[src/design/gbs_pkg.sv]
// shared types and constants for greedy box suppression
`default_nettype none
package gbs_pkg;

  localparam int MAX_BOXES_DEF = 64;
  localparam int COORD_W = 16;
  localparam int SCORE_W = 16;
  localparam int DESC_CNT_W = 7;
  localparam logic [15:0] THR_RESET = 16'd32768;

  // one stored box, left edge in the low bits
  typedef struct packed {
    logic [SCORE_W-1:0] score;
    logic [COORD_W-1:0] bottom;
    logic [COORD_W-1:0] right;
    logic [COORD_W-1:0] top;
    logic [COORD_W-1:0] left;
  } box_t;

  localparam int BOX_W = $bits(box_t);

  // descriptor of one loaded set, front to back
  typedef struct packed {
    logic [DESC_CNT_W-1:0] count;
    logic                  ovf;
  } set_desc_t;

  typedef enum logic [3:0] {
    B_IDLE,
    B_SCAN,
    B_SCAN_END,
    B_MARK,
    B_TEST,
    B_DRAIN,
    B_DECIDE,
    B_EMIT_RD,
    B_EMIT_LOAD,
    B_DONE
  } back_state_t;

endpackage
`default_nettype wire

[src/design/gbs_desc_fifo.sv]
// two entry queue of set descriptors between front and back
`default_nettype none
module gbs_desc_fifo (
  input  wire logic                   clk,
  input  wire logic                   rst_n,
  input  wire logic                   wr_en,
  input  wire gbs_pkg::set_desc_t     wr_desc,
  output logic                        full_o,
  input  wire logic                   rd_en,
  output gbs_pkg::set_desc_t          rd_desc,
  output logic                        empty_o
);

  gbs_pkg::set_desc_t slot_r [2];
  logic       wr_ptr_r, wr_ptr_nxt;
  logic       rd_ptr_r, rd_ptr_nxt;
  logic [1:0] cnt_r, cnt_nxt;

  assign full_o  = (cnt_r == 2'd2);
  assign empty_o = (cnt_r == 2'd0);
  assign rd_desc = slot_r[rd_ptr_r];

  // pointer and fill update
  always_comb begin
    wr_ptr_nxt = wr_ptr_r;
    rd_ptr_nxt = rd_ptr_r;
    cnt_nxt    = cnt_r;
    if (wr_en && !full_o) begin
      wr_ptr_nxt = ~wr_ptr_r;
    end
    if (rd_en && !empty_o) begin
      rd_ptr_nxt = ~rd_ptr_r;
    end
    if ((wr_en && !full_o) && !(rd_en && !empty_o)) begin
      cnt_nxt = cnt_r + 2'd1;
    end else if (!(wr_en && !full_o) && (rd_en && !empty_o)) begin
      cnt_nxt = cnt_r - 2'd1;
    end
  end

  always_ff @(posedge clk) begin
    if (!rst_n) begin
      wr_ptr_r <= 1'b0;
      rd_ptr_r <= 1'b0;
      cnt_r    <= 2'd0;
    end else begin
      wr_ptr_r <= wr_ptr_nxt;
      rd_ptr_r <= rd_ptr_nxt;
      cnt_r    <= cnt_nxt;
    end
  end

  // payload slots
  always_ff @(posedge clk) begin
    if (wr_en && !full_o) begin
      slot_r[wr_ptr_r] <= wr_desc;
    end
  end

endmodule
`default_nettype wire

[config.mk]
export PLATFORM = sky130hd
export DESIGN_NAME = gbs_desc_fifo
export DESIGN_NICKNAME = d
export VERILOG_FILES = /design/src/design/gbs_pkg.sv /design/src/design/gbs_desc_fifo.sv
export SDC_FILE = /design/constraint.sdc
export NUM_CORES = 1
export LEC_CHECK = 0
export BUFFER_PORTS_ARGS = -buffer_cell sky130_fd_sc_hd__buf_2
export CAP_MARGIN = 10
export CORE_MARGIN = 1.5
export CORE_UTILIZATION = 40
export CTS_BUF_LIST = sky130_fd_sc_hd__clkbuf_8 sky130_fd_sc_hd__clkbuf_16
export DETAILED_ROUTE_END_ITERATION = 8
export GPL_ROUTABILITY_DRIVEN = 0
export MAX_ROUTING_LAYER = met4
export PLACE_DENSITY_LB_ADDON = 0.3
export RECOVER_POWER = 50
export SYNTH_ARGS = -nofsm -noshare
export SYNTH_HDL_FRONTEND = slang
export SYNTH_SLANG_ARGS = --single-unit
[constraint.sdc]
create_clock -name clk -period 1.58 [get_ports clk]
set_input_delay 0.316 -clock clk [delete_from_list [all_inputs] [get_ports clk]]
set_output_delay 0.316 -clock clk [all_outputs]
set_load 0.02 [all_outputs]
==> results.md <==
- Status: finished, final reports clean
- TritonCTS clock tree: built
- Vias in the first global route: about 430
- Routed len/inst: approximately 12 um
- Pre-Repair DR Iteration Count: 4
- Util after Layout: 0.527
- Share of cells above drive strength 1: 0.468
- Clock sinks: 21
- Seq/Total Area, Yosys: 0.723
- Most common cell after layout, fill and taps aside: buf_2
- Power density over the cells: around 1700 nW/um2
- Fin. Hold Viols: 0
- First-pass GRT wire length: 1680 um
- PnR worst setup slack: 0.0709 ns
- Hold path depth: 1
- Syn Std Cell Area: 803 um2
- Die area: ~2300 um2
- Most frequent cells in the layout: buf_2, edfxtp_1, mux2_2, nor2_1, clkbuf_1
- Non-filler cells, final: roughly 110
- Pre-CTS setup slack: between 0.03 and 0.04 ns
- Cell count after synthesis: 51
- Worst vdd ir: ~840 uV
- Cell count after placement: roughly 100
- Post-layout min period: between 1.5 and 2 ns
- Synth cell types: 16
- Post-CTS Hold Buffers: 0
- R2r setup slk: just over 0.07 ns
- GRT overflow: 0
- Highest Clock Rate: between 600 and 700 MHz
- Cell taking the most area after synthesis: edfxtp_1
- Footprint of the multi-input gates: 209 um2
- GR Util All Layers: 0.116
- Post-detail-place hpwl: around 900 um
- Clock slew at reported path FFs: around 0.070 ns
- # rows: 16
- Die Y: between 40 and 50 um
- Final Routed Wirelength: between 1000 and 1500 um
- Initial antenna violation count: 0
- Inserted Clock Buffers: 3
- Syn_nets: 64
- Yosys top cell area share: 0.598
- Critical path class: register to register
- Initial Utilization: 0.418
- Antenna cells: 0
- Later-pin clock latency in the skew report: between 0.2 and 0.3 ns
- Root Buffer: clkbuf_8
- 1st-iter DRT viols: 1
- Largest net degree at the start of global routing: 13
- Max Cap Viol: 0
- Io pins: 22
- Fin Clk Skew: ~0.0015 ns
- FF/Latch Area: ~600 um2
- Count of final setup violators: 0
- Least-Margin Pin Slew: roughly 0.37 ns
- FF-to-FF path depth: 6
- Filler Cells Inserted: 194
- Port-buffer cells: 21
- Worst setup EP type: register
- Worst hold margin: 0.253 ns
- H-tree depth: 1
- Layout Nets: 93
- Syn_area_per_cell: about 16 um2
- CORE AREA: ~1900 um2
- CP Data Required Time: roughly 1.8 ns
- Rel. slew slack: 0.755
- Arrival @ worst endpoint: roughly 1.7 ns
- Flops & latches, synth: 21
- Max-slew violations: 0
- Via density: about 4.6
- Leakage: between 0.4 and 0.5 nW
- Post-DRT Antenna Nets: 0
- Total power: roughly 1.7 mW
- Critical path fanouts, max: 5
- Vias post-DR: slightly below 500
- Post-route clock period utilization: 0.955
- Synth area leaders: edfxtp_1, dfxtp_1, mux2_2
- Startpoint class of the critical path: register
- P&R area growth vs syn: 26.2%
- Die X: approximately 48 um
- Kind of path behind the tightest hold check: input pin to register
- CTS max path bufs: 2
- DRC: 0
- Yosys warning count: 0
final timing paths:
path,startpoint,end
worst min register to register,rd_ptr_r,register
worst max-delay path,cnt_r[0],cnt_r[1]
worst min-delay path,wr_desc[5],slot_r[0][5]
worst max register to register,cnt_r[0],cnt_r[1]
metal layers:
layer / vias to the layer above / part of all wire / global-route usage
met5: - / 0 / -
met1: 231 / 0.42 / 0.122
li1: 241 / - / -
met3: 0 / 0.041 / 0.0340
met4: 0 / 0 / 0.0486
met2: 12 / 0.54 / 0.200
sequential cells by signal, indices dropped and copies added, names as in the netlist, named ones only:
| name | count |
|---|---|
| slot_r | 16 |
| cnt_r | 2 |
| rd_ptr_r | 1 |
| wr_ptr_r | 1 |
metrics by stage:
step           setup TNS, ns  instance area [um2]
2_1_floorplan              0                  803
3_3_place_gp               0                  960
3_5_place_dp               0                  960
4_1_cts                    0                 1010
5_1_grt              -0.0192                 1010
6_report                   0                 1010
synth_stat cells:
cell and instances:
a21boi_0 1, a21oi_1 1, and3_1 1, buf_2 1, dfxtp_1 5, edfxtp_1 16
ha_1 1, inv_1 3, mux2_2 8, nand2b_1 1, nor2_1 5, nor3_2 1
o21a_1 1, o21ai_0 2, or3_1 1, xor2_1 3
area by class of cell:
type / count / share of cell area
clock buffer: 3 / 0.0407
timing repair buffer: 25 / 0.122
inverter: 3 / 0.0111
multi-input combinational: 26 / 0.206
clock inverter: 1 / 0.00494
sequential: 21 / 0.581
tap: 27 / 0.0333
where the power goes:
group / internal (mW) / leakage [nW] / switching (mW)
registers: 0.720 / 0.192 / 0.0792
clock network: 0.175 / 0.0255 / 0.154
logic: 0.262 / 0.186 / 0.308
cells by family (layout without fill, tap and decap cells):
family          Yosys count  count (layout)  synth area share
buf+inv                   4              32            0.0202
flops                    21              21             0.723
compound gates            5               5            0.0374
mux                       8               8             0.112
xor+xnor                  3               3            0.0327
simple gates              9               9            0.0592
fa+ha+maj                 1               1            0.0156
worst max-delay path, cell delays in order, from the launching register on:
cell	delay [ns]
dfxtp_4	0.36
nand2b_4	0.14
inv_2	0.06
nor2_1	0.04
ha_1	0.32
or3_1	0.38
a21oi_1	0.13
repair_timing:
action,4_1_cts,5_1_grt
pin swaps,0,2
setup buffers,0,1
endpoints found under the setup margin,8,2
endpoints found under the hold margin,0,0
gates resized for setup,1,5
cloned,0,0
Note: power is estimated with default switching activity, not from simulation.
