$ cat src/design/gbs_pkg.sv
// shared types and constants for greedy box suppression
`default_nettype none
package gbs_pkg;

  localparam int MAX_BOXES_DEF = 64;
  localparam int COORD_W = 16;
  localparam int SCORE_W = 16;
  localparam int DESC_CNT_W = 7;
  localparam logic [15:0] THR_RESET = 16'd32768;

  // one stored box, left edge in the low bits
  typedef struct packed {
    logic [SCORE_W-1:0] score;
    logic [COORD_W-1:0] bottom;
    logic [COORD_W-1:0] right;
    logic [COORD_W-1:0] top;
    logic [COORD_W-1:0] left;
  } box_t;

  localparam int BOX_W = $bits(box_t);

  // descriptor of one loaded set, front to back
  typedef struct packed {
    logic [DESC_CNT_W-1:0] count;
    logic                  ovf;
  } set_desc_t;

  typedef enum logic [3:0] {
    B_IDLE,
    B_SCAN,
    B_SCAN_END,
    B_MARK,
    B_TEST,
    B_DRAIN,
    B_DECIDE,
    B_EMIT_RD,
    B_EMIT_LOAD,
    B_DONE
  } back_state_t;

endpackage
`default_nettype wire

$ cat src/design/gbs_front.sv
// front end: takes box items, stores them and closes a set on the final item
`default_nettype none
module gbs_front #(
  parameter int MAX_BOXES = gbs_pkg::MAX_BOXES_DEF
) (
  input  wire logic                           clk,
  input  wire logic                           rst_n,
  input  wire logic                           push,
  output logic                                full,
  input  wire gbs_pkg::box_t                  in_box,
  input  wire logic                           in_final,
  output logic                                ram_wr_en,
  output logic [$clog2(MAX_BOXES)-1:0]        ram_wr_addr,
  output gbs_pkg::box_t                       ram_wr_data,
  output logic                                desc_wr_en,
  output gbs_pkg::set_desc_t                  desc_wr,
  input  wire logic                           desc_full,
  input  wire logic                           set_done
);

  localparam int IDX_W = $clog2(MAX_BOXES);
  localparam int CNT_W = $clog2(MAX_BOXES + 1);

  logic [CNT_W-1:0] count_r, count_nxt;
  logic             ovf_r, ovf_nxt;
  logic             busy_r, busy_nxt;
  logic             accept;
  logic             has_room;

  assign full     = busy_r || desc_full;
  assign accept   = push && !full;
  assign has_room = (count_r < CNT_W'(MAX_BOXES));

  // store the box while there is room
  assign ram_wr_en   = accept && has_room;
  assign ram_wr_addr = count_r[IDX_W-1:0];
  assign ram_wr_data = in_box;

  // count, overflow and set close
  always_comb begin
    count_nxt  = count_r;
    ovf_nxt    = ovf_r;
    busy_nxt   = busy_r;
    desc_wr_en = 1'b0;
    if (accept) begin
      if (has_room) begin
        count_nxt = count_r + CNT_W'(1);
      end else begin
        ovf_nxt = 1'b1;
      end
    end
    desc_wr.count = gbs_pkg::DESC_CNT_W'(count_nxt);
    desc_wr.ovf   = ovf_nxt;
    if (accept && in_final) begin
      desc_wr_en = 1'b1;
      count_nxt  = '0;
      ovf_nxt    = 1'b0;
      busy_nxt   = 1'b1;
    end
    if (set_done) begin
      busy_nxt = 1'b0;
    end
  end

  always_ff @(posedge clk) begin
    if (!rst_n) begin
      count_r <= '0;
      ovf_r   <= 1'b0;
      busy_r  <= 1'b0;
    end else begin
      count_r <= count_nxt;
      ovf_r   <= ovf_nxt;
      busy_r  <= busy_nxt;
    end
  end

endmodule
`default_nettype wire

$ cat config.mk
export PLATFORM = sky130hd
export DESIGN_NAME = gbs_front
export DESIGN_NICKNAME = d
export VERILOG_FILES = /design/src/design/gbs_pkg.sv /design/src/design/gbs_front.sv
export SDC_FILE = /design/constraint.sdc
export NUM_CORES = 1
export LEC_CHECK = 0
export ABC_AREA = 1
export BUFFER_PORTS_ARGS = -buffer_cell sky130_fd_sc_hd__buf_2
export CORE_AREA = 2 2 71 73
export CTS_CLUSTER_SIZE = 30
export DETAILED_ROUTE_END_ITERATION = 12
export DIE_AREA = 0 0 73 75
export PLACE_DENSITY = 0.71
export SYNTH_ARGS = -nofsm -noshare
export SYNTH_HDL_FRONTEND = slang
export SYNTH_SLANG_ARGS = --single-unit
$ cat constraint.sdc
create_clock -name clk -period 4.3 [get_ports clk]
set_input_delay 1.29 -clock clk [delete_from_list [all_inputs] [get_ports clk]]
set_output_delay 1.29 -clock clk [all_outputs]
set_load 0.1 [all_outputs]
==> metrics.yaml <==
status: "finished, final reports clean"
cts_resized: 0
synthCells: 156
finalHoldViolCount: 0
seq_area_frac_synth: 0.158
cp.arrival_ps: 2430
final_common_cell: "buf_2"
avgViaCountPerCell: 3.97
die-area_sq_um: 5480
crit_path_start_kind: "input pin"
reg2reg_slack_ps: 3080
cp_cell_sequence: "buf_2 > nor2_4 > nand3_2 > o21bai_1 > nand2_1 > inv_1 > buf_2"
final_max_slew_viol_count: 0
worst_path_max_delay_cell: "buf_2"
syn-mean-instance-area_sq_um: 7.32
finClkSkew_ps: 1.43
syn_nets: 243
row_count: 25
clock_sinks: 9
ys_seq_elements: 9
finalSetupViolCount: 0
dieHeight_microns: 75
grt_max_degree: 9
min_from: "busy_r"
drtAntennaViolNets: 0
rsz0062_at_grt: "no"
fp.dieW_microns: 73
p_per_area_nw_per_um2: 346
grtUsageMet3: 0.0469
hp-class: "reg -> reg"
wirelength_microns: 2100
core-area_sq_um: 4660
crit_top_cell: "buf_2"
min_delay_path_depth: 2
drt-initial-drc-count: 16
globalplace.congestion: 0.726
io_pins: 183
reg2reg_depth: 5
hold_end: "busy_r"
critPathMaxFanout: 5
fin_hold_ws_ps: 519
ys_warn_count: 0
finalPower_uw: 249
grt.total_usage: 0.0765
cts_made_buffers: 3
clkLatencyLatePin_ps: 230
drive_gt1_frac: 0.344
grtUsageMet1: 0.0636
initial_core_util: 0.245
clkTransAtPathRegs_ps: 40
r2r_end: "count_r[6]"
vias: 596
leakage_nw: 0.385
max_stage_delay_ps: 420
slew_headroom: 0.671
vdd_drop_max_uv: 78.7
dr.pass1.iters: 4
routedWlPerCell_microns: 14.0
layout_common_cells: "buf_2 (22), inv_1 (15), nand2_1 (12)"
cts_tree: "done"
critPathCaptureType: "primary output"
max_freq_mhz: 269
cp.required_ps: 3010
setup_tns_ps: 0
cts_max_level: 1
grt_pass1_vias: 602
syn_area_sq_um: 1140
port_buffers: 22
worst_pin_slew_ps: 497
root_buffer: "clkbuf_8"
overflow: 0
min_period_ps: 3720
antenna_found_initial: 0
cts_hold_buffers: 0
grt_pass1_wl_microns: 2990
clock_path_buffers: 2
n_antenna_cell: 0
post_cts_buffers: 0
fin_nets: 184
met2_usage: 0.107
synthDistinctLibCells: 18
top_usage_layer: "met4"
drc: 0
cap_viol_max_count: 0
r2r-start: "count_r[0]"
syn_to_final_growth_pct: -37.0
period_share: 0.866
hpwl_microns: 1730
cp-startpoint: "desc_full"
crit_type: "in -> out"
[logic make-up after synthesis]
family	Yosys count	share of synthesized area
buffers and inverters	101	0.614
and+or+nand+nor	38	0.172
DFF	9	0.158
AOI/OAI and AO/OA	6	0.0307
xor gates and xnor gates	1	0.0142
adders and majority gates	1	0.0110
[layout make-up]
| class | count | area [sq um] |
|---|---|---|
| Timing Repair Buffer | 22 | 110 |
| Tap cell | 54 | 67.6 |
| Clock buffer | 4 | 45.0 |
| Inverter | 15 | 56.3 |
| Sequential cell | 9 | 180 |
| Fill cell | 518 | 3940 |
| Multi-Input combinational cell | 46 | 260 |
[metal layers]
| metal | wire [microns] | part of all wire |
|---|---|---|
| met5 | 0 | 0 |
| met4 | 208 | 0.099 |
| met3 | 335 | 0.16 |
| met2 | 907 | 0.43 |
| met1 | 644 | 0.31 |
[sequential cells by signal, indices dropped and copies added, names as in the netlist]
signal   flops
ovf_r        1
count_r      7
busy_r       1
[cell usage after synthesis]
cell type / n / area [sq um]
and2_1: 1 / 6.26
ha_1: 1 / 12.5
nand2_4: 2 / 22.5
inv_1: 15 / 56.3
nand2_2: 2 / 12.5
nand3_2: 1 / 10.0
nand3_1: 6 / 30.0
o21bai_1: 2 / 15.0
dfxtp_1: 9 / 180
nand2_1: 12 / 45.0
nand4_1: 1 / 6.26
o21ai_1: 1 / 5.00
o21ai_0: 1 / 5.00
a21oi_1: 2 / 10.0
nor2_1: 11 / 41.3
xnor2_2: 1 / 16.3
buf_4: 86 / 646
nor2_4: 2 / 22.5
[worst max-delay path, delay by kind of cell]
kind                   cells  cell delay, ps
buffers and inverters      3             590
AND/OR/NAND/NOR            3             390
AO/OA/AOI/OAI              1             160
[how the worst max path moves through the flow]
stage	to
after floorplan	desc_wr[3]
after global placement	desc_wr[5]
after detailed placement	desc_wr[5]
after CTS	desc_wr[5]
after global routing	desc_wr[5]
final	desc_wr[5]
[where the power goes]
group | total, mW | internal, mW | switching [mW]
combinational | 0.0620 | 0.0107 | 0.0513
sequential | 0.0878 | 0.0854 | 0.00241
clock | 0.0992 | 0.0647 | 0.0345
total | 0.249 | 0.161 | 0.0882
[through the flow]
| step | setup WS [ps] | util | area, sq um | std cells |
|---|---|---|---|---|
| 2_1_floorplan | 114 | - | 1140 | 156 |
| 3_3_place_gp | 573 | 0.145 | 674 | 146 |
| 3_5_place_dp | 569 | 0.145 | 674 | 146 |
| 4_1_cts | 556 | 0.154 | 719 | 150 |
| 5_1_grt | 456 | 0.154 | 719 | 150 |
| 6_report | 576 | 0.154 | 719 | 150 |
Power figures use the tool's default switching activity.
