--- src/design/gbs_ram.sv ---
// generic single write port, single read port ram with registered read
`default_nettype none
module gbs_ram #(
  parameter int WIDTH = 8,
  parameter int DEPTH = 64
) (
  input  wire logic                     clk,
  input  wire logic                     wr_en,
  input  wire logic [$clog2(DEPTH)-1:0] wr_addr,
  input  wire logic [WIDTH-1:0]         wr_data,
  input  wire logic                     rd_en,
  input  wire logic [$clog2(DEPTH)-1:0] rd_addr,
  output logic      [WIDTH-1:0]         rd_data
);

  logic [WIDTH-1:0] mem [DEPTH];

  // write and registered read
  always_ff @(posedge clk) begin
    if (wr_en) begin
      mem[wr_addr] <= wr_data;
    end
    if (rd_en) begin
      rd_data <= mem[rd_addr];
    end
  end

endmodule
`default_nettype wire

--- config.mk ---
export PLATFORM = sky130hd
export DESIGN_NAME = gbs_ram
export DESIGN_NICKNAME = d
export VERILOG_FILES = /design/src/design/gbs_ram.sv
export SDC_FILE = /design/constraint.sdc
export NUM_CORES = 1
export LEC_CHECK = 0
export BUFFER_PORTS_ARGS = -buffer_cell sky130_fd_sc_hd__buf_2
export CAP_MARGIN = 20
export CORE_ASPECT_RATIO = 0.5
export CORE_MARGIN = 5
export CORE_UTILIZATION = 40
export DETAILED_ROUTE_END_ITERATION = 8
export PLACE_DENSITY_LB_ADDON = 0.1
export SYNTH_ARGS = -nofsm -noshare
export SYNTH_HDL_FRONTEND = slang
export SYNTH_SLANG_ARGS = --single-unit
--- constraint.sdc ---
create_clock -name clk -period 1.9 [get_ports clk]
set_input_delay 0.095 -clock clk [delete_from_list [all_inputs] [get_ports clk]]
set_output_delay 0.095 -clock clk [all_outputs]
set_load 0.005 [all_outputs]
==> summary.md, run 1 <==
The worst setup path is launched from a register. Number of core rows: 58. The setup path with the least slack is of type reg2reg. Across all register-to-register paths, the minimum setup slack is -0.13 ns. For this run the aggregate overflow at the end of global routing stands at 0. After routing the design area is 24000 um^2. Clock latency on the worst-skew pair, taken at its later pin, is 0.56 ns. The total power per unit cell area came out at 981 nW/um^2. The checks that failed: setup timing. The tools report the type of element capturing the critical path as a register. Number of distinct standard cells referenced by the synthesized netlist: 39. Data on the critical path arrives at its endpoint at 2.33 ns. The reg-to-reg startpoint was mem[21][4].

For this design the total switching power over the nets is 4.88 mW. In this run the post-CTS setup repair buffer count came out at 0. The number of DRC markers in iteration 0 is 836.

The slowest stage of the critical path belongs to the cell sky130_fd_sc_hd__mux4_2. The number of CTS-inserted buffers is 47. Of the total power, registers draw 54.1%.

Leaving out fill and tap cells, the most frequent cells in the layout are 520 x sky130_fd_sc_hd__edfxtp_1, 153 x sky130_fd_sc_hd__buf_4, 126 x sky130_fd_sc_hd__mux4_2, 80 x sky130_fd_sc_hd__nor2_1, 49 x sky130_fd_sc_hd__clkbuf_16. The logs give 963 for the net count of the mapped netlist and 2 for the CTS H-tree depth. The largest buffer count on any clock path is 3. Headroom to the max-slew limit came out at 27.7%.

The library cell used most frequently in the layout, excluding fill and tap cells, is sky130_fd_sc_hd__edfxtp_1. The routed wirelength normalized by instance count works out to 26.5 um. The number of max-cap violations was 0.

Across every metal layer, demand over resource in global routing totals 18.1%. Registers take 15600 um^2. Fill cells in the final layout number 4149. For the pin with the worst max-slew slack, the measured transition is 1.08 ns.

Clock-pin slew was measured on the worst setup and hold paths at 0.06 ns. The final critical path takes up 107% of the cycle. Of the cells placed in the final design, the portion with a size suffix greater than 1 is 35.6%. For hold timing, the worst endpoint is mem[21][1]. Net switching is 20.7% of the power.

The biggest fanout along the worst timing path was 1. The tools report the number of nets in the layout as 1158. The final count of hold timing violations is 0. Summing all multi-input logic gate instances after layout gives 4440 um^2. The width of the chip works out to 328 um. 31 I/O pins were placed.

Buffers placed on the I/O ports in this run total 30. The run finished, with violations left. The detail-routed via count per cell was 5.40.

The tree is rooted in a sky130_fd_sc_hd__clkbuf_16. The count of nets left with antenna violations once routing finished came out at 0. Sequential elements use 77.1% of the synthesized area. TritonCTS built the clock tree. Once the floorplan was initialized, standard cells occupied 40.4% of the core.

Setup violations remaining at the end of the flow were counted as 6. The first global-routing pass estimated 73.1 mm of wire. The worst hold margin is 0.0536 ns, and the detailed-route wire length is 49.5 mm. The detailed placement HPWL was 32.6 mm; the gate count after technology mapping was 940. The worst setup slack after placement is -0.511 ns, and the total number of yosys warnings is 0. The number of design rule violations left after detail routing is 0. Once placement finished, the instance area stood at 22300 um^2. Combinational logic burns 5.9% of the power. Summing every instance area after synthesis gives 20200 um^2. For the finished layout, the period the worst path requires is 2.03 ns.

The pre-antenna-repair detailed-routing pass consisted of 5 iterations. Each instance of the synthesized netlist takes up on average 21.5 um^2. For this run, the slowest stage of the critical path takes 0.48 ns. The clock drives 520 sinks. In this run the vertical extent of the chip is 169 um.

At the end of the flow the core is filled with cells to 47.9%. The timing-limited maximum frequency is 491 MHz. Entering global routing, the biggest net connects 65 pins. The run gives 18.7 mW as the internal power of the cells.

For the largest vdd supply drop, the log shows 0.600 mV. Summing over every cut layer, the via total after detailed routing is 10063. The critical path goes through mux4_2 -> mux2_4 -> o221a_4 -> nor3_4 -> buf_6 -> o32ai_2. The endpoint identified for the worst register-to-register timing path is rd_data[4]. After synthesis the netlist holds a flip-flop and latch count of 520. The logs give 0.767 for the placer congestion estimate and 0.0143 ns for the setup skew after layout.

In the final timing run, aggregate negative setup slack is -0.394 ns. The tools report the beginning of the worst hold path as wr_data[1]. The number of cells on the worst hold path was 1. Relative area change from synthesis to final layout: 18.7%. The tools report the number of antenna violations at the first check in global routing as 0. In this run the worst hold path is classified as in2reg. Setup repair after global routing could not meet its margin everywhere. The floorplan step defined a die boundary enclosing 55500 um^2. The area of the core region is 50100 um^2. The clock network burns 40.1% of the power. The via count of the first global-routing pass is 10594, and the worst setup slack after layout is -0.135 ns.

The final number of max-transition violations is 0, and the count of cells along the worst register-to-register path is 6. Data on the critical path is required at its endpoint by 2.20 ns. For the total leakage power, the log shows 7.79 nW.
[synth_stat cells]
| cell type | n | area (um^2) |
|---|---|---|
| sky130_fd_sc_hd__nand2b_1 | 7 | 43.8 |
| sky130_fd_sc_hd__buf_6 | 4 | 45.0 |
| sky130_fd_sc_hd__nand3_1 | 13 | 65.1 |
| sky130_fd_sc_hd__o221a_2 | 2 | 22.5 |
| sky130_fd_sc_hd__nor3_1 | 7 | 35.0 |
| sky130_fd_sc_hd__o2bb2ai_1 | 3 | 26.3 |
| sky130_fd_sc_hd__nor4_1 | 2 | 12.5 |
| sky130_fd_sc_hd__buf_12 | 2 | 40.0 |
| sky130_fd_sc_hd__o21ai_0 | 2 | 10.0 |
| sky130_fd_sc_hd__mux2i_1 | 23 | 230 |
| sky130_fd_sc_hd__nand4b_1 | 1 | 8.76 |
| sky130_fd_sc_hd__a21oi_1 | 3 | 15.0 |
| sky130_fd_sc_hd__nand3b_1 | 3 | 22.5 |
| sky130_fd_sc_hd__o2111ai_1 | 3 | 26.3 |
| sky130_fd_sc_hd__a221oi_1 | 6 | 52.6 |
| sky130_fd_sc_hd__buf_1 | 4 | 15.0 |
| sky130_fd_sc_hd__o221ai_1 | 8 | 70.1 |
| sky130_fd_sc_hd__o21ai_1 | 2 | 10.0 |
| sky130_fd_sc_hd__nor2b_1 | 14 | 87.6 |
| sky130_fd_sc_hd__mux2_2 | 13 | 146 |
| sky130_fd_sc_hd__a31oi_1 | 1 | 6.26 |
| sky130_fd_sc_hd__a2111oi_0 | 2 | 17.5 |
| sky130_fd_sc_hd__mux4_2 | 126 | 2840 |
| sky130_fd_sc_hd__a22oi_1 | 3 | 22.5 |
| sky130_fd_sc_hd__or3_1 | 1 | 6.26 |
| sky130_fd_sc_hd__o21a_1 | 2 | 15.0 |
| sky130_fd_sc_hd__nand2_1 | 19 | 71.3 |
| sky130_fd_sc_hd__o41ai_1 | 2 | 17.5 |
| sky130_fd_sc_hd__o22ai_1 | 8 | 50.1 |
| sky130_fd_sc_hd__buf_4 | 13 | 97.6 |
| sky130_fd_sc_hd__edfxtp_1 | 520 | 15600 |
| sky130_fd_sc_hd__and2_1 | 1 | 6.26 |
| sky130_fd_sc_hd__nand4_1 | 2 | 12.5 |
| sky130_fd_sc_hd__a211oi_1 | 4 | 30.0 |
| sky130_fd_sc_hd__clkbuf_1 | 17 | 63.8 |
| sky130_fd_sc_hd__nor2_1 | 83 | 312 |
| sky130_fd_sc_hd__o311ai_1 | 1 | 8.76 |
| sky130_fd_sc_hd__buf_2 | 11 | 55.1 |
| sky130_fd_sc_hd__o32ai_1 | 2 | 17.5 |
[state kept, by name, summed over array words and instances, names as in the netlist]
signal / count
rd_data: 8
mem: 512
[power by group through the flow]
| stage | Combinational (mW) | Sequential, mW | Clock [mW] |
|---|---|---|---|
| 6_report | 1.38 | 12.7 | 9.45 |
| 5_1_grt | 1.48 | 12.7 | 10.2 |
| 4_1_cts | 1.38 | 12.8 | 9.68 |
| 3_5_place_dp | 1.35 | 13.0 | 0 |
| 3_3_place_gp | 1.33 | 13.0 | 0 |
| 2_1_floorplan | 0.678 | 13.0 | 0 |
[cell families after synthesis]
family / after synthesis / synth area share (%)
DFF: 520 / 77.1
buffers and inverters: 51 / 1.56
AOI/OAI and AO/OA: 54 / 2.06
and+or+nand+nor: 153 / 3.37
muxes: 162 / 15.9
[what timing repair did]
item / 4_1_cts / 5_1_grt
cloned: 0 / 0
endpoints found under the setup margin: 8 / 8
hold endpoints to repair: 8 / 16
gates resized for setup: 18 / 11
hold buffers: 1 / 1
pin swaps: 6 / 2
[worst max path at each step]
stage               start         end  slack (ns)  cells after the start
2_1_floorplan  rd_addr[0]  rd_data[3]        0.03                      6
3_3_place_gp   rd_addr[0]  rd_data[6]       -0.52                      9
3_5_place_dp   rd_addr[0]  rd_data[6]       -0.51                      9
4_1_cts        mem[21][4]  rd_data[4]       -0.15                      6
5_1_grt        mem[21][4]  rd_data[4]       -0.17                      6
6_report       mem[21][4]  rd_data[4]       -0.13                      6
[final cells by class]
cell class / instances / share of cell area [%]
clock inverters: 26 / 1.04
multi-input cells: 369 / 18.5
clock buffers: 60 / 5.27
well taps: 690 / 3.59
diodes: 1 / 0.0104
flip-flops and latches: 520 / 65.0
repair buffers: 197 / 6.61
[worst max-delay path: cells and delay by family (launching register included)]
family,cells,cell delay [ns]
AO/OA/AOI/OAI,2,0.35
AND/OR/NAND/NOR,1,0.13
flip-flops,1,0.37
multiplexers,2,0.78
buffers and inverters,1,0.14
[routing by layer]
layer	up-vias	global-route usage (%)	routed length (um)
met5	-	0	0
met3	58	3.79	2850
met1	5438	26.5	22900
li1	4338	-	-
met4	0	3.24	778
met2	229	28.5	23000
[per-stage QoR]
| step | instances | total power, mW |
|---|---|---|
| floorplan | 940 | 13.7 |
| global placement | 1774 | 14.3 |
| detailed placement | 1774 | 14.4 |
| CTS | 1860 | 23.8 |
| global route | 1862 | 24.5 |
| finish | 1863 | 23.6 |
(Power assumes the default switching activity.)
==> run 2: changes to the inputs <==
==> constraint.sdc (replaced) <==
create_clock -name clk -period 1.9 [get_ports clk]
set_input_delay 0.38 -clock clk [delete_from_list [all_inputs] [get_ports clk]]
set_output_delay 0.38 -clock clk [all_outputs]
set_load 0.005 [all_outputs]
==> run 2 against run 1 <==
  * The run still ends with setup timing left
  * Worst setup slack worse by 0.043 ns
  * Critical path depth unchanged
  * Total power down 2.0%
  * Flip-flop and latch count unchanged
  * Utilization down 0.25 points
  * Global-route usage down 0.13 points
==> summary.md, run 2 (synthesis gave the netlist of run 1 again) <==
The flow ran to the end, but the final reports show violations. The final reports fail on setup timing. The run gives 520 (unchanged) as the clock sink total. The relative slew slack is 47.5% (+20 points). The routed wirelength normalized by instance count is 26.5 um (-0.11%), and the CTS H-tree depth is 2 (unchanged).

For the count of final setup violators, the log shows 6 (unchanged). The biggest fanout along the worst timing path was 1 (unchanged); the pin count of the biggest net entering global routing was 65 (unchanged). The area of the die is 55500 um^2 (unchanged).

The tools report the type of element capturing the critical path as a register. The overall routing resource usage came out at 17.9% (-0.13 points). The count of buffers inserted at the top-level ports was 30 (unchanged); the area of the core region was 50100 um^2 (unchanged). The transition at the pin with the smallest max-transition slack was 0.787 ns (-0.297 ns); the number of filler cells placed in the layout was 4131 (-0.43%). Number of top-level pins: 31 (unchanged). The logs give 3 (unchanged) for the largest buffer count on any clock path and 0.56 ns (about the same) for the insertion delay to the later sink of the worst-skew pair. The setup path with the least slack is of type reg2reg.

The cell sitting at the root of the clock tree is a sky130_fd_sc_hd__clkbuf_16. Most frequent standard cell in the layout excluding fill and tap cells: sky130_fd_sc_hd__edfxtp_1. Number of detailed-routing iterations run before antenna repair: 5 (unchanged). The flip-flop count of the largest register after layout works out to 512 (unchanged). The logs give 1057 (+26%) for the number of DRC markers in iteration 0 and 0 (unchanged) for the number of design rule violations left after detail routing.

The top cell types in the final layout, fill and taps aside, are 520 x sky130_fd_sc_hd__edfxtp_1, 151 x sky130_fd_sc_hd__buf_4, 126 x sky130_fd_sc_hd__mux4_2, 82 x sky130_fd_sc_hd__nor2_1, 50 x sky130_fd_sc_hd__clkbuf_16. The time the final worst path needs with I/O delays and setup was 2.08 ns (+0.0432 ns). Relative to the synthesized area, the layout overhead comes to 18.1%. The final number of max-transition violations came out at 0 (unchanged). The detailed placement HPWL was 31.7 mm (-2.8%); the wire length of the first global-routing pass was 72.2 mm (-1.3%). The setup skew after layout is 0.0182 ns (+0.00385 ns), and the width of the chip is 328 um (unchanged). The worst min-delay path class is in2reg. Initial cell density of the core: 40.4% (unchanged).

For the detailed-route wire length, the log shows 49.1 mm (-0.70%). The placer congestion estimate was 0.805 (+4.9%). The largest vdd supply drop came out at 0.650 mV (+8.4%). The worst hold margin was 0.183 ns (+0.130 ns).

TritonCTS built the clock tree. The run gives 10285 (-2.9%) as the via count of the first global-routing pass. The register bank with the most flops was mem. The logs give -0.952 ns (-0.442 ns) for the worst setup slack after placement and 23900 um^2 (-0.52%) for the final design instance area without fill. The number of max-cap violations was 0 (unchanged); the number of CTS-inserted buffers was 47 (unchanged). The number of nets in the layout was 1156 (-0.17%); the buffer count from post-CTS setup fixing was 0 (unchanged). Setup repair after global routing could not meet its margin everywhere. In the final layout, the registers with the most flip-flops are mem: 512 flops, rd_data: 8 flops. The tools report the number of core rows as 58 (unchanged).

The tools report the leftover overflow at the end of global routing as 0 (unchanged). The final standard cell count with taps included and fillers excluded is 1852 (-0.59%), and the total leakage power is 7.73 nW (-0.79%). The tools report the total number of vias as 10055 (-0.079%). The ratio of final minimum period to clock period was 109% (+2.3 points); the summed negative setup slack over all endpoints was -0.404 ns (-0.00982 ns). Antenna violation net count after detailed routing: 0 (unchanged).

The clock-pin slew of the registers on the worst-case setup and hold paths is 0.07 ns (about the same), and the required time of the worst setup path is 2.20 ns (about the same). The tools report the worst setup slack after layout as -0.178 ns (-0.0432 ns). The critical path arrival was 2.37 ns (+0.04 ns). The final count of hold timing violations was 0 (unchanged); the timing-limited maximum frequency was 481 MHz (-2.1%). For the number of placed instances with taps included, the log shows 1774 (unchanged). Number of antenna violations at the first check in global routing: 0 (unchanged).

The height of the chip is 169 um (unchanged), and the number of inserted diodes is 0 (-1). The total power per unit cell area was 967 nW/um^2 (-1.5%). The detail-routed via count per cell is 5.43 (+0.51%), and the area of placed instances is 22400 um^2 (+0.11%). The fraction of layout cells with a size suffix above 1 is 35.0% (-0.55 points). The worst setup path is launched from a register.
-- run 2: changes by cell type in the layout (fill, tap and decap cells not counted), sizes merged --
cell,delta
clkinv,-4
bufinv,-3
dlygate4sd3,-2
clkbuf,-1
clkinvlp,+1
diode,-1
inv,-1
-- run 2: critical path, stage by stage, from the launching register on --
cell	delay, ns
sky130_fd_sc_hd__edfxtp_1	0.36
sky130_fd_sc_hd__mux4_2	0.48
sky130_fd_sc_hd__mux2_2	0.29
sky130_fd_sc_hd__o221a_4	0.26
sky130_fd_sc_hd__nor3_2	0.16
sky130_fd_sc_hd__buf_4	0.17
sky130_fd_sc_hd__o32ai_1	0.09
-- run 2: cell type report --
cell class              count  area [um^2]  share of cell area, %
clock buffers              59         1260                   5.29
clock inverters            19          144                  0.602
multi-input cells         369         4400                   18.4
flip-flops and latches    520        15600                   65.3
well taps                 690          863                   3.61
repair buffers            195         1620                   6.78
-- run 2: repair_timing --
| item | CTS | global route |
|---|---|---|
| cloned | 1 | 0 |
| hold buffers | 0 | 0 |
| gates resized for setup | 19 | 4 |
| setup endpoints to repair | 8 | 8 |
| pin swaps | 5 | 0 |
-- run 2: metal layers --
layer | share of wire, % | track usage (%)
met4 | 1.3 | 3.22
met5 | 0 | 0
met1 | 48 | 27.7
met3 | 5.1 | 3.16
met2 | 45 | 27.3
-- run 2: worst paths after layout --
kind / startpoint / to / slack, ns / cells past startpoint
worst max-delay path: mem[29][6] / rd_data[6] / -0.18 / 6
worst min register to register: mem[2][7] / rd_data[7] / 0.95 / 4
worst max register to register: mem[29][6] / rd_data[6] / -0.18 / 6
worst min-delay path: rd_en / rd_data[1] / 0.18 / 1
-- run 2: report_power, final --
| group | internal (mW) | switching, mW |
|---|---|---|
| clock network | 4.95 | 4.02 |
| registers | 12.7 | 0.0319 |
| logic | 0.593 | 0.800 |
-- run 2: per-stage QoR --
step / power [mW] / utilization [%]
2_1_floorplan: 13.7 / -
3_3_place_gp: 14.3 / 44.5
3_5_place_dp: 14.4 / 44.6
4_1_cts: 23.4 / 47.7
5_1_grt: 24.0 / 47.7
6_report: 23.1 / 47.7
==> run 3: changes to the inputs <==
==> constraint.sdc (replaced) <==
create_clock -name clk -period 2 [get_ports clk]
set_input_delay 0.4 -clock clk [delete_from_list [all_inputs] [get_ports clk]]
set_output_delay 0.4 -clock clk [all_outputs]
set_load 0.005 [all_outputs]
==> run 3 against run 2 <==
  * The flow still finishes with violations (setup timing)
  * Worst setup slack improved by 0.095 ns
  * Register-to-register slack better by 0.095 ns
  * Fmax is 0.23% lower
  * Critical path depth is the same
  * Global-route usage fell by 0.056 points
  * First-iteration DRC count shrank 6.1%
  * Total power decreased by 3.0%
  * Non-clock buffer count is 3 lower
  * Critical endpoint unchanged
==> summary.md, run 3 (synthesis gave the netlist of run 1 again) <==
Setup repair after global routing could not meet its margin everywhere. The largest vdd supply drop is 0.504 mV (-22%), and the worst hold margin is 0.238 ns (+0.0543 ns). The largest buffer count on any clock path was 3 (unchanged); the time the final worst path needs with I/O delays and setup was 2.08 ns (+0.00472 ns).

The number of core rows is 58 (unchanged), and the detail-routed via count per cell is 5.38 (-0.83%). The flip-flop count of the largest register after layout works out to 512 (unchanged). The flow ran to the end, but the final reports show violations. The clock-pin slew of the registers on the worst-case setup and hold paths is 0.06 ns (about the same), and the leftover overflow at the end of global routing is 0 (unchanged). Number of cells on the worst hold path: 1 (unchanged). From synthesis to final layout, the design area changed by 18.4%. The final standard cell count with taps included and fillers excluded was 1855 (+0.16%); the detailed placement HPWL was 31.2 mm (-1.4%).

The logs give 2.30 ns (+0.10 ns) for the required time of the worst setup path and 50100 um^2 (unchanged) for the area of the core region. The biggest fanout along the worst timing path is 1 (unchanged). The wire length of the first global-routing pass is 71.8 mm (-0.47%). The number of inserted diodes came out at 0 (unchanged). The tools report the worst setup slack after layout as -0.0825 ns (+0.0953 ns). The via count of the first global-routing pass came out at 10437 (+1.5%). The worst min-delay path class was in2reg. The setup skew after layout was 0.0121 ns (-0.00609 ns). The final design instance area without fill was 24000 um^2 (+0.28%).

The checks that failed: setup timing. The tree is rooted in a sky130_fd_sc_hd__clkbuf_16. The tools report the pin count of the biggest net entering global routing as 65 (unchanged).

The final number of max-transition violations was 0 (unchanged). The largest registers in the layout are mem: 512 flops, rd_data: 8 flops. For the number of DRC markers in iteration 0, the log shows 992 (-6.1%).

The overall routing resource usage is 17.9% (-0.056 points). The top cell types in the final layout, fill and taps aside, are 520 x sky130_fd_sc_hd__edfxtp_1, 151 x sky130_fd_sc_hd__buf_4, 126 x sky130_fd_sc_hd__mux4_2, 82 x sky130_fd_sc_hd__nor2_1, 50 x sky130_fd_sc_hd__clkbuf_16. The area of placed instances is 22300 um^2 (-0.39%). The number of nets in the layout came out at 1155 (-0.087%). The fraction of layout cells with a size suffix above 1 was 35.5% (+0.42 points); the antenna violation net count after detailed routing was 0 (unchanged). For the number of antenna violations at the first check in global routing, the log shows 0 (unchanged). The total power per unit cell area was 935 nW/um^2 (-3.3%); the number of filler cells placed in the layout was 4112 (-0.46%). The final count of hold timing violations was 0 (unchanged).

The library cell used most frequently in the layout, excluding fill and tap cells, is sky130_fd_sc_hd__edfxtp_1. The type of element capturing the critical path was a register. The timing-limited maximum frequency was 480 MHz (-0.23%). The logs give 49 (+4.3%) for the number of CTS-inserted buffers and 48.9 mm (-0.35%) for the detailed-route wire length. The worst setup path is launched from a register. The final core utilization was 47.8% (+0.13 points); the number of placed instances with taps included was 1769 (-0.28%).

The number of detailed-routing iterations run before antenna repair is 6 (+1). Ratio of final minimum period to clock period: 104% (-5.2 points). TritonCTS built the clock tree. The insertion delay to the later sink of the worst-skew pair is 0.56 ns (about the same), and the width of the chip is 328 um (unchanged).

Type of the worst setup path: reg2reg. CTS H-tree depth: 2 (unchanged). The register bank with the most flops is mem. The area of the die was 55500 um^2 (unchanged); the total leakage power was 7.77 nW (+0.44%).

The tools report the number of top-level pins as 31 (unchanged). The transition at the pin with the smallest max-transition slack is 0.778 ns (-0.00942 ns), and the critical path arrival is 2.38 ns (about the same). The number of design rule violations left after detail routing was 0 (unchanged); the placer congestion estimate was 0.784 (-2.6%). The logs give 40.4% (unchanged) for the initial cell density of the core and 0 (unchanged) for the number of hold buffers added after CTS.

Clock sink total: 520 (unchanged). The run gives 2 (-4) as the count of final setup violators. Routed wirelength normalized by instance count: 26.4 um (-0.51%). The height of the chip was 169 um (unchanged); the count of cells along the worst register-to-register path was 6 (unchanged). The count of buffers inserted at the top-level ports was 30 (unchanged); the total number of vias was 9988 (-0.67%).

The buffer count from post-CTS setup fixing was 0 (unchanged); the relative slew slack was 48.2% (+0.63 points). The number of max-cap violations was 0 (unchanged).
-- run 3: cell types whose count changed in the layout (fill, tap and decap cells not counted), moves of 2 or more --
| cell | change |
|---|---|
| sky130_fd_sc_hd__clkinv_1 | +6 |
| sky130_fd_sc_hd__clkbuf_1 | -5 |
| sky130_fd_sc_hd__bufinv_16 | +3 |
| sky130_fd_sc_hd__a2111oi_1 | -2 |
| sky130_fd_sc_hd__buf_12 | -2 |
| sky130_fd_sc_hd__clkinv_2 | +2 |
| sky130_fd_sc_hd__o32ai_1 | -2 |
| sky130_fd_sc_hd__o32ai_2 | +2 |
-- run 3: metrics by stage --
stage	power (mW)	setup TNS (ns)	worst slack, ns
after floorplan	13.0	-0.641	-0.0853
after global placement	13.6	-4.88	-0.713
after detailed placement	13.6	-4.97	-0.702
after global routing	23.2	-0.249	-0.132
after CTS	22.6	-0.165	-0.0865
final	22.4	-0.117	-0.0825
-- run 3: worst paths after layout --
path / from / to / slack [ns]
worst max register to register: mem[29][6] / rd_data[6] / -0.08
worst min-delay path: rd_en / rd_data[6] / 0.24
worst min register to register: mem[5][7] / rd_data[7] / 0.91
worst max-delay path: mem[29][6] / rd_data[6] / -0.08
-- run 3: cell type report --
cell class	count	area, um^2	area share (%)
Clock inverter	30	268	1.12
Clock buffer	54	1240	5.19
Tap cell	690	863	3.60
Timing Repair Buffer	192	1550	6.48
Sequential cell	520	15600	65.1
Multi-Input combinational cell	369	4430	18.5
-- run 3: metal layers --
metal  routed length [um]  GRT usage (%)
met2                22200           27.3
met3                 3040           3.84
met1                22700           26.6
met4                 1030           4.19
met5                    0              0
-- run 3: what timing repair did --
action                                  4_1_cts  5_1_grt
endpoints found under the setup margin        7        8
pin swaps                                     3        4
resized for setup                            11       15
-- run 3: report_power, final --
part	switching, mW	total [mW]	leakage [nW]	internal, mW
Combinational	0.762	1.32	2.33	0.557
Sequential	0.0332	12.1	4.69	12.1
Clock	3.88	8.98	0.751	5.10
Total	4.67	22.4	7.77	17.7
-- run 3: critical path, cell delays in order, from the launching register on --
cell,delay [ns]
sky130_fd_sc_hd__edfxtp_1,0.38
sky130_fd_sc_hd__mux4_2,0.49
sky130_fd_sc_hd__mux2_4,0.28
sky130_fd_sc_hd__o221a_4,0.26
sky130_fd_sc_hd__nor3_2,0.16
sky130_fd_sc_hd__buf_4,0.17
sky130_fd_sc_hd__o32ai_2,0.09
